[src/sv/first_owner_hash_pair_marker_defines.svh]
// Assertion helpers used by the marker module.
`ifndef FIRST_OWNER_HASH_PAIR_MARKER_DEFINES_SVH
`define FIRST_OWNER_HASH_PAIR_MARKER_DEFINES_SVH

// Same-cycle implication, checked out of reset.
`define FOHPM_ASSERT_NOW(lbl, ante, cons, msg) \
    lbl: assert property (@(posedge clk) disable iff (!rst_n) (ante) |-> (cons)) \
        else $error(msg);

// Next-cycle implication, checked out of reset.
`define FOHPM_ASSERT_NEXT(lbl, ante, cons, msg) \
    lbl: assert property (@(posedge clk) disable iff (!rst_n) (ante) |=> (cons)) \
        else $error(msg);

`endif

[src/sv/fohpm_pkg.sv]
package fohpm_pkg;

    localparam int TABLE_SIZE  = 64;   // power of two: the hash keeps the low bits
    localparam int IDX_W       = $clog2(TABLE_SIZE);
    localparam int MAX_PERSONS = 32;
    localparam int PAIR_IDX_W  = $clog2(MAX_PERSONS + 1);
    localparam int PAIR_ROW_W  = MAX_PERSONS + 1;
    localparam int KEY_W       = 32;
    localparam int ID_W        = 6;
    localparam int COUNT_W     = 11;

    localparam logic [KEY_W-1:0]   HASH_ADD  = KEY_W'(3);
    localparam logic [KEY_W-1:0]   HASH_MUL  = KEY_W'(11);
    localparam logic [COUNT_W-1:0] COUNT_MAX = {COUNT_W{1'b1}};

    typedef enum logic [2:0] {
        ST_IDLE,
        ST_PROBE,
        ST_COMPARE,
        ST_PAIR,
        ST_DONE
    } fohpm_state_t;

    typedef struct packed {
        logic [KEY_W-1:0] key;
        logic [ID_W-1:0]  owner;
    } slot_entry_t;

    typedef struct packed {
        logic                  valid;
        logic [PAIR_IDX_W-1:0] row;
        logic [PAIR_IDX_W-1:0] col;
    } pair_req_t;

    typedef struct packed {
        logic valid;
        logic newly_set;
    } pair_rsp_t;

endpackage

[src/sv/first_owner_hash_pair_marker.sv]
// Steps: an accepted word goes to a probe; a new key landing in an empty slot is stored
// there and goes to the result step; each occupied slot adds a probe (one slot memory read)
// and a compare, and a found key with both ids in range adds the pair-row read-modify-write.
// Flow: one word at a time; a new word is accepted only after the last result is
// registered for output, and a result-side stall holds the block in its result step.
// Reset clears the slot used bits, pair-row valid bits and the pair count at once; no
// clearing pass is needed, the block accepts words right after reset.
`include "first_owner_hash_pair_marker_defines.svh"

module first_owner_hash_pair_marker (
    input  logic        clk,
    input  logic        rst_n,
    input  logic        s_tvalid,
    output logic        s_tready,
    input  logic [39:0] s_tdata,   // item_key[31:0], person_id[37:32], zero pad
    output logic        m_tvalid,
    input  logic        m_tready,
    output logic [23:0] m_tdata,   // owner_id[5:0], slot_index[11:6], pair_count[22:12], pad
    output logic [1:0]  m_tuser    // already_present[0], table_full[1]
);
    import fohpm_pkg::*;

    fohpm_state_t state_reg, state_next;

    slot_entry_t slot_mem [TABLE_SIZE];
    slot_entry_t slot_rdata;
    logic        slot_we;
    logic        slot_re;

    logic [TABLE_SIZE-1:0] used_reg, used_next;
    logic [KEY_W-1:0]      key_reg, key_next;
    logic [ID_W-1:0]       person_reg, person_next;
    logic [IDX_W-1:0]      idx_reg, idx_next;
    logic [IDX_W-1:0]      probe_reg, probe_next;
    logic                  present_reg, present_next;
    logic [ID_W-1:0]       owner_reg, owner_next;
    logic [IDX_W-1:0]      slot_reg, slot_next;
    logic                  full_reg, full_next;
    logic [COUNT_W-1:0]    total_reg, total_next;
    logic                  m_tvalid_reg, m_tvalid_next;
    logic [23:0]           m_tdata_reg, m_tdata_next;
    logic [1:0]            m_tuser_reg, m_tuser_next;

    logic [KEY_W-1:0] in_key;
    logic [ID_W-1:0]  in_person;
    logic [KEY_W-1:0] hash_prod;
    logic             key_hit;
    logic             ids_in_range;
    logic             last_probe;
    logic             out_free;
    pair_req_t        pair_req;
    pair_rsp_t        pair_rsp;

    assign in_key    = s_tdata[KEY_W-1:0];
    assign in_person = s_tdata[KEY_W+ID_W-1:KEY_W];
    assign hash_prod = (in_key + HASH_ADD) * HASH_MUL;

    assign key_hit      = slot_rdata.key == key_reg;
    assign ids_in_range = (32'(slot_rdata.owner) <= MAX_PERSONS) &&
                          (32'(person_reg) <= MAX_PERSONS);
    assign last_probe   = probe_reg == IDX_W'(TABLE_SIZE - 1);
    assign out_free     = !m_tvalid_reg || m_tready;

    assign s_tready = state_reg == ST_IDLE;
    assign m_tvalid = m_tvalid_reg;
    assign m_tdata  = m_tdata_reg;
    assign m_tuser  = m_tuser_reg;

    fohpm_pair_store u_pair_store (
        .clk   (clk),
        .rst_n (rst_n),
        .req   (pair_req),
        .rsp   (pair_rsp)
    );

    always_comb
    begin
        state_next = state_reg;
        case (state_reg)
            ST_IDLE:
            begin
                if (s_tvalid)
                begin
                    state_next = ST_PROBE;
                end
            end
            ST_PROBE:
            begin
                state_next = used_reg[idx_reg] ? ST_COMPARE : ST_DONE;
            end
            ST_COMPARE:
            begin
                if (key_hit)
                begin
                    state_next = ids_in_range ? ST_PAIR : ST_DONE;
                end
                else
                begin
                    state_next = last_probe ? ST_DONE : ST_PROBE;
                end
            end
            ST_PAIR:
            begin
                state_next = ST_DONE;
            end
            ST_DONE:
            begin
                if (out_free)
                begin
                    state_next = ST_IDLE;
                end
            end
            default:
            begin
                state_next = ST_IDLE;
            end
        endcase
    end

    always_comb
    begin
        used_next     = used_reg;
        key_next      = key_reg;
        person_next   = person_reg;
        idx_next      = idx_reg;
        probe_next    = probe_reg;
        present_next  = present_reg;
        owner_next    = owner_reg;
        slot_next     = slot_reg;
        full_next     = full_reg;
        total_next    = total_reg;
        m_tvalid_next = m_tvalid_reg && !m_tready;
        m_tdata_next  = m_tdata_reg;
        m_tuser_next  = m_tuser_reg;
        slot_we       = 1'b0;
        slot_re       = 1'b0;
        pair_req      = '0;
        case (state_reg)
            ST_IDLE:
            begin
                key_next    = in_key;
                person_next = in_person;
                idx_next    = hash_prod[IDX_W-1:0];
                probe_next  = '0;
            end
            ST_PROBE:
            begin
                if (used_reg[idx_reg])
                begin
                    slot_re = 1'b1;
                end
                else
                begin
                    // Claim the empty slot for the new key.
                    slot_we            = 1'b1;
                    used_next[idx_reg] = 1'b1;
                    present_next       = 1'b0;
                    owner_next         = person_reg;
                    slot_next          = idx_reg;
                    full_next          = 1'b0;
                end
            end
            ST_COMPARE:
            begin
                if (key_hit)
                begin
                    present_next  = 1'b1;
                    owner_next    = slot_rdata.owner;
                    slot_next     = idx_reg;
                    full_next     = 1'b0;
                    pair_req.valid = ids_in_range;
                    pair_req.row   = PAIR_IDX_W'(slot_rdata.owner);
                    pair_req.col   = PAIR_IDX_W'(person_reg);
                end
                else if (last_probe)
                begin
                    // Drop the key: no empty slot left.
                    present_next = 1'b0;
                    owner_next   = '0;
                    slot_next    = '0;
                    full_next    = 1'b1;
                end
                else
                begin
                    idx_next   = (idx_reg == IDX_W'(TABLE_SIZE - 1)) ? '0 : idx_reg + 1'b1;
                    probe_next = probe_reg + 1'b1;
                end
            end
            ST_PAIR:
            begin
                if (pair_rsp.newly_set && (total_reg != COUNT_MAX))
                begin
                    total_next = total_reg + 1'b1;
                end
            end
            ST_DONE:
            begin
                if (out_free)
                begin
                    m_tvalid_next = 1'b1;
                    m_tdata_next  = {1'b0, total_reg, 6'(slot_reg), owner_reg};
                    m_tuser_next  = {full_reg, present_reg};
                end
            end
            default:
            begin
                slot_re = 1'b0;
            end
        endcase
    end

    always_ff @(posedge clk)
    begin
        if (slot_we)
        begin
            slot_mem[idx_reg] <= '{key: key_reg, owner: person_reg};
        end
        if (slot_re)
        begin
            slot_rdata <= slot_mem[idx_reg];
        end
    end

    always_ff @(posedge clk)
    begin
        key_reg     <= key_next;
        person_reg  <= person_next;
        idx_reg     <= idx_next;
        probe_reg   <= probe_next;
        present_reg <= present_next;
        owner_reg   <= owner_next;
        slot_reg    <= slot_next;
        full_reg    <= full_next;
        m_tdata_reg <= m_tdata_next;
        m_tuser_reg <= m_tuser_next;
    end

    always_ff @(posedge clk or negedge rst_n)
    begin
        if (!rst_n)
        begin
            state_reg    <= ST_IDLE;
            used_reg     <= '0;
            total_reg    <= '0;
            m_tvalid_reg <= 1'b0;
        end
        else
        begin
            state_reg    <= state_next;
            used_reg     <= used_next;
            total_reg    <= total_next;
            m_tvalid_reg <= m_tvalid_next;
        end
    end

    `FOHPM_ASSERT_NEXT(a_accept_starts_probe, s_tvalid && s_tready,
        state_reg == ST_PROBE, "accepted word did not start a probe")
    `FOHPM_ASSERT_NOW(a_pair_rsp_in_pair, state_reg == ST_PAIR,
        pair_rsp.valid, "pair row not read back in pair step")
    `FOHPM_ASSERT_NEXT(a_total_monotonic, 1'b1,
        total_reg >= $past(total_reg), "pair count went down")
    `FOHPM_ASSERT_NOW(a_flags_exclusive, m_tvalid,
        !(m_tuser[0] && m_tuser[1]), "found and full flagged together")

endmodule

[src/sv/fohpm_pair_store.sv]
module fohpm_pair_store (
    input  logic                 clk,
    input  logic                 rst_n,
    input  fohpm_pkg::pair_req_t req,
    output fohpm_pkg::pair_rsp_t rsp
);
    import fohpm_pkg::*;

    logic [PAIR_ROW_W-1:0] row_mem [PAIR_ROW_W];
    logic [PAIR_ROW_W-1:0] rdata_reg;
    logic [PAIR_ROW_W-1:0] row_valid_reg;
    logic [PAIR_ROW_W-1:0] row_valid_next;
    logic                  pend_reg;
    logic [PAIR_IDX_W-1:0] row_q_reg;
    logic [PAIR_IDX_W-1:0] col_q_reg;
    logic [PAIR_ROW_W-1:0] row_cur;
    logic [PAIR_ROW_W-1:0] row_merged;
    logic                  bit_set;

    // Rows never written read as all zero.
    always_comb
    begin
        row_cur        = row_valid_reg[row_q_reg] ? rdata_reg : '0;
        bit_set        = row_cur[col_q_reg];
        row_merged     = row_cur | (PAIR_ROW_W'(1) << col_q_reg);
        row_valid_next = row_valid_reg;
        if (pend_reg && !bit_set)
        begin
            row_valid_next[row_q_reg] = 1'b1;
        end
        rsp.valid     = pend_reg;
        rsp.newly_set = pend_reg && !bit_set;
    end

    always_ff @(posedge clk)
    begin
        if (req.valid)
        begin
            rdata_reg <= row_mem[req.row];
        end
        if (pend_reg && !bit_set)
        begin
            row_mem[row_q_reg] <= row_merged;
        end
    end

    always_ff @(posedge clk)
    begin
        if (req.valid)
        begin
            row_q_reg <= req.row;
            col_q_reg <= req.col;
        end
    end

    always_ff @(posedge clk or negedge rst_n)
    begin
        if (!rst_n)
        begin
            pend_reg      <= 1'b0;
            row_valid_reg <= '0;
        end
        else
        begin
            pend_reg      <= req.valid;
            row_valid_reg <= row_valid_next;
        end
    end

endmodule

[config.mk]
export PLATFORM = sky130hd
export DESIGN_NAME = first_owner_hash_pair_marker
export DESIGN_NICKNAME = d
export VERILOG_FILES = /design/src/sv/fohpm_pkg.sv /design/src/sv/first_owner_hash_pair_marker.sv /design/src/sv/fohpm_pair_store.sv
export VERILOG_INCLUDE_DIRS = /design/src /design/src/sv
export SDC_FILE = /design/constraint.sdc
export NUM_CORES = 2
export LEC_CHECK = 0
export ABC_AREA = 1
export ABC_CLOCK_PERIOD_IN_PS = 5170
export BUFFER_PORTS_ARGS = -buffer_cell sky130_fd_sc_hd__buf_4
export CAP_MARGIN = 20
export CELL_PAD_IN_SITES_DETAIL_PLACEMENT = 0
export CELL_PAD_IN_SITES_GLOBAL_PLACEMENT = 1
export CORE_ASPECT_RATIO = 0.9
export CORE_MARGIN = 5
export CORE_UTILIZATION = 48
export DETAILED_ROUTE_END_ITERATION = 6
export PLACE_DENSITY_LB_ADDON = 0.1
export SLEW_MARGIN = 30
export SYNTH_ARGS = -nofsm -noshare
export SYNTH_HDL_FRONTEND = slang
export SYNTH_SLANG_ARGS = --single-unit
export TNS_END_PERCENT = 5
[constraint.sdc]
create_clock -name clk -period 5.17 [get_ports clk]
set_input_delay 0.7755 -clock clk [delete_from_list [all_inputs] [get_ports clk]]
set_output_delay 0.7755 -clock clk [all_outputs]
set_load 0.02 [all_outputs]
* Word level (Yosys, flattened, before mapping)
Memories as Yosys holds them, arrays and structs flattened. A register that Yosys moved wholly into a read port is not among the register bits.
Index checks and enable logic that the tools add are counted.
** Word-level totals
- Flip-flop bits (word level) :: 214
- RAM bits :: 3521
- Bits of input ports :: 44
- Memories kept :: 2
** Operators by class
- $add $sub $neg :: 4
- Multipliers :: 1
- $lt $le $gt $ge :: 7
- Equal/unequal tests :: 14
- Shift-type cells :: 1
- Multiplexer cells :: 51
- Bitwise gates (word level) :: 4
- Reduce and logical (&&, ||, !) cells :: 20
** Memories
- slot_mem :: depth 64, width 38, rd ports 1, clocked after memory_dff 1, write ports 1, line first_owner_hash_pair_marker.sv:25 : slot_entry_t slot_mem [TABLE_SIZE];
- u_pair_store.row_mem :: depth 33, width 33, rd ports 1, clocked after memory_dff 1, write ports 1, line fohpm_pair_store.sv:9 : logic [PAIR_ROW_W-1:0] row_mem [PAIR_ROW_W];
** Operators with widths (count)
- $or A33 B33 Y33 :: 2
- $or A64 B64 Y64 :: 1
- $mux W6 :: 10
- $pmux W6 S2 :: 4
- $mux W33 :: 1
- $shl A1 B6 Y33 const A :: 1
- $add A32 B2 Y32 const B :: 1
- $eq A32 B32 Y1 :: 1
- $mul A32 B4 Y6 const B :: 1
- $mux W13 :: 2
- $lt A6 B7 Y1 const B :: 3
- $mux W1 :: 20
- $bmux W1 S6 :: 3
- $mux W3 :: 6
- $pmux W3 S5 :: 1
- $add A6 B1 Y6 const B :: 2
- $demux W1 S6 :: 2
- $eq A6 B6 Y1 const B :: 2
- $ge A6 B1 Y1 const B :: 2
- $le A6 B6 Y1 const B :: 2
- $add A11 B1 Y11 const B :: 1
- $ne A11 B11 Y1 const B :: 1
- $ne A2 B2 Y1 const B :: 5
- $reduce_and A2 Y1 :: 5
- other kinds (12) :: 23

* Longest topological paths before layout
- Depth after elaboration :: 9
- Gate-level depth with buffers :: 24

* Hierarchy
Synthesis repeated with hierarchy kept, for this count alone.
** Second synthesis, totals
- Cells, all modules :: 10778
- Area, all modules :: 146359.1 um^2
** By module, submodules not included
- first_owner_hash_pair_marker :: instances 1, cells each 7127, area an instance 99850.8 um^2, sequential area each 78820.6 um^2
- fohpm_pair_store :: instances 1, cells each 3651, area an instance 46508.4 um^2, sequential area each 34903.5 um^2

* Least setup slack after synthesis
Ideal clock, no wire load.
- Path kind :: reg-to-reg
- Start :: register key_reg[29]
- End :: register u_pair_store.col_q_reg[0], enable pin
- Library setup time :: 449 ps
- Arrival time :: 4523 ps
- Data required time :: 4721 ps
- Setup slack :: 198 ps
- Cell stages (with the launch flop) :: 10
- Buffers on the path :: 2
- Path through :: edfxtp_1 > or2_2 > nand3_1 > nor3_1 > nand4_1 > nor2_2 > clkbuf_1 > clkbuf_1 > nand3_1 > nor2_1
** RTL lines
- from (decl) :: line first_owner_hash_pair_marker.sv:31 : logic [KEY_W-1:0] key_reg, key_next;
- from (signal assigned) :: line first_owner_hash_pair_marker.sv:226 : key_reg <= key_next;
- to (signal assigned) :: line fohpm_pair_store.sv:52 : col_q_reg <= req.col;
- to (decl) :: line fohpm_pair_store.sv:15 : logic [PAIR_IDX_W-1:0] col_q_reg;

* Worst setup path after layout
- Start :: register u_pair_store.row_q_reg[0]
- End :: memory u_pair_store.row_mem[14][4] (netlist name), enable pin
** Between the ends
- Longest elaborated chain between the ends :: 9
** Ends and longest elaborated chain
- from (decl) :: line fohpm_pair_store.sv:14 : logic [PAIR_IDX_W-1:0] row_q_reg;
- from (signal assigned) :: line fohpm_pair_store.sv:51 : row_q_reg <= req.row;
- $bmux W1 S6 :: line fohpm_pair_store.sv:23 : row_cur = row_valid_reg[row_q_reg] ? rdata_reg : '0;
- $mux W1 (not written as such) :: line fohpm_pair_store.sv:23
- $mux W33 :: line fohpm_pair_store.sv:23
- $bmux W1 S6 :: line fohpm_pair_store.sv:24 : bit_set = row_cur[col_q_reg];
- $mux W1 (not written as such) :: line fohpm_pair_store.sv:24
- $logic_not A1 Y1 :: line fohpm_pair_store.sv:41 : if (pend_reg && !bit_set)
- $logic_and A1 B1 Y1 :: line fohpm_pair_store.sv:41
- $mux W1 :: line fohpm_pair_store.sv:41
- $mux W1 (not written as such) :: line fohpm_pair_store.sv:43 : row_mem[row_q_reg] <= row_merged;
- to (decl) :: line fohpm_pair_store.sv:9
Parallel ways exist; a longest one is shown, timed or not. The select of a mux whose other input is x is not followed.

==> flow_metrics.py <==
metrics = {
    "setup_path": {
        "worstPathArrival_ps": 5210,
        "r2r_start": "u_pair_store.row_q_reg[0]",
        "cp.required_ps": 5790,
        "r2r-end": "u_pair_store.row_mem[14][4]",
        "path_max_fanout": 50,
        "reg2reg_slack_ps": 580,
        "crit_path_start_kind": "register",
        "endpoint_kind": "register",
        "r2r_cells": 23,
        "setup.worst_path.class": "register to register",
    },
    "floorplanning": {
        "dieArea_mm2": 0.318,
        "start_util_pct": 48.1,
        "die_h_um": 536,
        "io_pins": 72,
        "num_rows": 193,
        "core-area_mm2": 0.306,
        "chipWidth_um": 594,
    },
    "route": {
        "ant_nets": 0,
        "vias_per_cell": 6.02,
        "drtIter0Drc": 10927,
        "vias": 92317,
        "dr.pass1.iters": 6,
        "drc": 0,
        "routed_wl_mm": 474,
        "wl_per_cell_um": 30.9,
    },
    "synthesis": {
        "syn_area_per_cell_um2": 14.0,
        "synth_top_area_cell": "edfxtp_1",
        "synth_edf_count": 3693,
        "yosysSeqAreaShare_pct": 77.2,
        "async_flop_share_pct": 2.97,
        "ys_ff_latch": 3806,
        "ys.flop_type": "edfxtp_1",
        "synth.net_count": 10598,
        "syn_inst": 10541,
        "yosysUniqueCellTypes": 57,
        "synth_warnings": 0,
        "synthTopCellsByArea": "edfxtp_1, nand2_1, nand3_1",
        "synthesis.area_mm2": 0.147,
        "synth_top_area_share_pct": 75.3,
    },
    "pwr": {
        "clockPowerShare_pct": 34.4,
        "p_sw_share_pct": 29.4,
        "switching_power_mw": 23.4,
        "power.leakage_nw": 59.5,
        "total_power_mw": 79.6,
        "powerDensity_mw_per_mm2": 467,
        "vdd_drop_max_uv": 360,
        "comb_power_share_pct": 18.6,
        "seqPwrFrac_pct": 47.0,
        "internal-power_mw": 56.2,
    },
    "timing": {
        "drv_slew": 0,
        "clock.fmax_ghz": 0.218,
        "hold_viol": 0,
        "skew_ps": 47.7,
        "rsz0062_at_grt": "false",
        "tns_ps": 0,
        "timing.final.crit_period_ps": 4590,
        "timing.final.crit_share_pct": 88.8,
        "worst_pin_slew_ps": 1080,
        "fin_hold_ws_ps": 83.5,
        "finalSetupViolCount": 0,
        "relSlewSlack_pct": 27.8,
    },
    "final_layout": {
        "drive_above_1_share_pct": 12.2,
        "nFillCells": 24400,
        "nets": 10969,
        "syn_to_final_growth_pct": 15.7,
        "largest_reg_flops": 2432,
    },
    "grt": {
        "grt_max_degree": 154,
        "first_global_vias": 88937,
        "grt_first_pass_wirelength_mm": 668,
        "track_usage_pct": 29.2,
        "grt-ovfl-total": 0,
        "antenna_found_initial": 11,
    },
    "placed_design": {
        "port_buffers": 68,
        "gp_congestion": 0.847,
        "dp_hpwl_mm": 264,
    },
    "clocking": {
        "clock_sink_count": 3806,
        "cts_resized": 0,
        "clk_path_buf_depth": 4,
        "cts_hold_buffers": 35,
        "cts_root_buffer": "clkbuf_16",
        "cts_setup_buffers": 0,
        "cts_made_buffers": 383,
        "cts.htree.levels": 5,
        "clk_pin_slew_worst_paths_ps": 60,
        "clock_latency_ps": 950,
        "tritoncts": "yes",
    },
    "outcome": {
        "status": "finished, final reports clean",
    },
    "worst_hold_path": {
        "hold_path_depth": 1,
        "whs_endpoint": "key_reg[4]",
        "hold_path.class": "input pin to register",
        "worstHoldStart": "s_tdata[4]",
    },
    "flow_run": {
        "cap_violations": 0,
    },
}
[kinds of logic after synthesis]
| family | after synthesis | synth area share (%) |
|---|---|---|
| AND/OR/NAND/NOR | 3864 | 11.6 |
| flip-flops | 3806 | 77.2 |
| AO/OA/AOI/OAI | 1459 | 7.23 |
| buffers and inverters | 1356 | 3.61 |
| XOR/XNOR | 42 | 0.250 |
| adder cells (fa/ha/maj) | 13 | 0.121 |
| other | 1 | 0.00254 |
[power groups by stage]
stage | clock (mW) | sequential (mW) | combinational, mW
floorplan | 0 | 38.8 | 6.75
global placement | 0 | 38.1 | 14.4
detailed placement | 0 | 38.1 | 14.6
CTS | 27.8 | 37.4 | 14.7
global route | 29.0 | 37.5 | 15.6
finish | 27.4 | 37.4 | 14.8
[layout by cell type (no fill, tap or decap), types with 87 or more instances in the layout]
| cell | count |
|---|---|
| buf_12 | 142 |
| a22o_1 | 183 |
| nand3_1 | 828 |
| o21ai_0 | 298 |
| clkbuf_1 | 87 |
| clkinv_1 | 93 |
| inv_1 | 700 |
| nand2_1 | 2121 |
| a22oi_1 | 337 |
| nand4_1 | 490 |
| a221oi_1 | 346 |
| nor2_4 | 104 |
| buf_4 | 414 |
| dfrtp_1 | 113 |
| edfxtp_1 | 3693 |
| clkbuf_16 | 393 |
| nor2_1 | 198 |
[stage by stage]
step	instance area, um2	util (%)	worst slack (ps)	cells
5_1_grt	170000	55.6	320	15325
3_5_place_dp	158000	51.4	669	14575
4_1_cts	170000	55.5	621	15311
6_report	171000	55.6	579	15327
3_3_place_gp	157000	51.3	604	14558
2_1_floorplan	147000	-	198	10541
[routing by layer]
metal / up-vias / track usage, % / part of all wire [%]
li1: 39983 / - / -
met1: 47293 / 40.9 / 41
met2: 4240 / 47.2 / 47
met3: 799 / 3.66 / 7.7
met4: 2 / 10.8 / 4.2
met5: - / 0 / 0.0032
[synthesized netlist by cell type, types with 9 or more instances]
| cell type | instances |
|---|---|
| nand4_1 | 490 |
| ha_1 | 11 |
| buf_1 | 106 |
| xnor2_1 | 16 |
| nor3_2 | 9 |
| nand3_1 | 831 |
| o21ai_0 | 330 |
| o21bai_1 | 67 |
| o22ai_1 | 17 |
| xor2_1 | 26 |
| buf_6 | 10 |
| or2_2 | 54 |
| nand2_1 | 2124 |
| o21bai_2 | 15 |
| edfxtp_1 | 3693 |
| nor2_1 | 301 |
| inv_1 | 707 |
| a21oi_1 | 78 |
| or2_1 | 11 |
| buf_2 | 97 |
| a31oi_1 | 13 |
| a22oi_1 | 337 |
| o21ai_1 | 15 |
| a22o_1 | 183 |
| a221oi_1 | 346 |
| nor3_1 | 23 |
| clkbuf_1 | 414 |
| dfrtp_1 | 113 |
[worst max-delay path, stage by stage (launching register included)]
cell	delay, ps
edfxtp_1	1020
inv_6	190
nand2_1	110
nand2_1	70
nand2_1	60
nand2_1	60
nand2_1	60
nand2_1	60
nand2_1	70
nand2_1	70
inv_1	60
nand2_2	90
buf_12	200
nand2_1	140
o21ai_0	100
inv_1	90
nand2_1	60
nand3_1	110
nand2_2	110
a21oi_4	170
nand2_4	210
buf_4	320
nor2_4	490
buf_12	280
[cell type report]
class	instances	area (um2)	share of cell area (%)
Antenna cell	4	10.0	0.00587
Sequential cell	3806	114000	66.7
Multi-Input combinational cell	5379	29600	17.3
Clock inverter	214	2030	1.19
Timing Repair Buffer	621	7060	4.14
Clock buffer	487	10200	6.00
Tap cell	4095	5120	3.01
Inverter	721	2750	1.61
[worst max path at each step]
stage / startpoint / to / depth (start not counted)
after floorplan: key_reg[29] / u_pair_store.col_q_reg[0] / 9
after global placement: u_pair_store.row_q_reg[0] / u_pair_store.row_mem[14][4] / 23
after detailed placement: u_pair_store.row_q_reg[0] / u_pair_store.row_mem[14][4] / 23
after CTS: u_pair_store.row_q_reg[0] / u_pair_store.row_mem[14][14] / 23
after global routing: u_pair_store.row_q_reg[0] / u_pair_store.row_mem[14][30] / 23
final: u_pair_store.row_q_reg[0] / u_pair_store.row_mem[14][4] / 23
No activity file was read; power rests on OpenSTA's default activity.
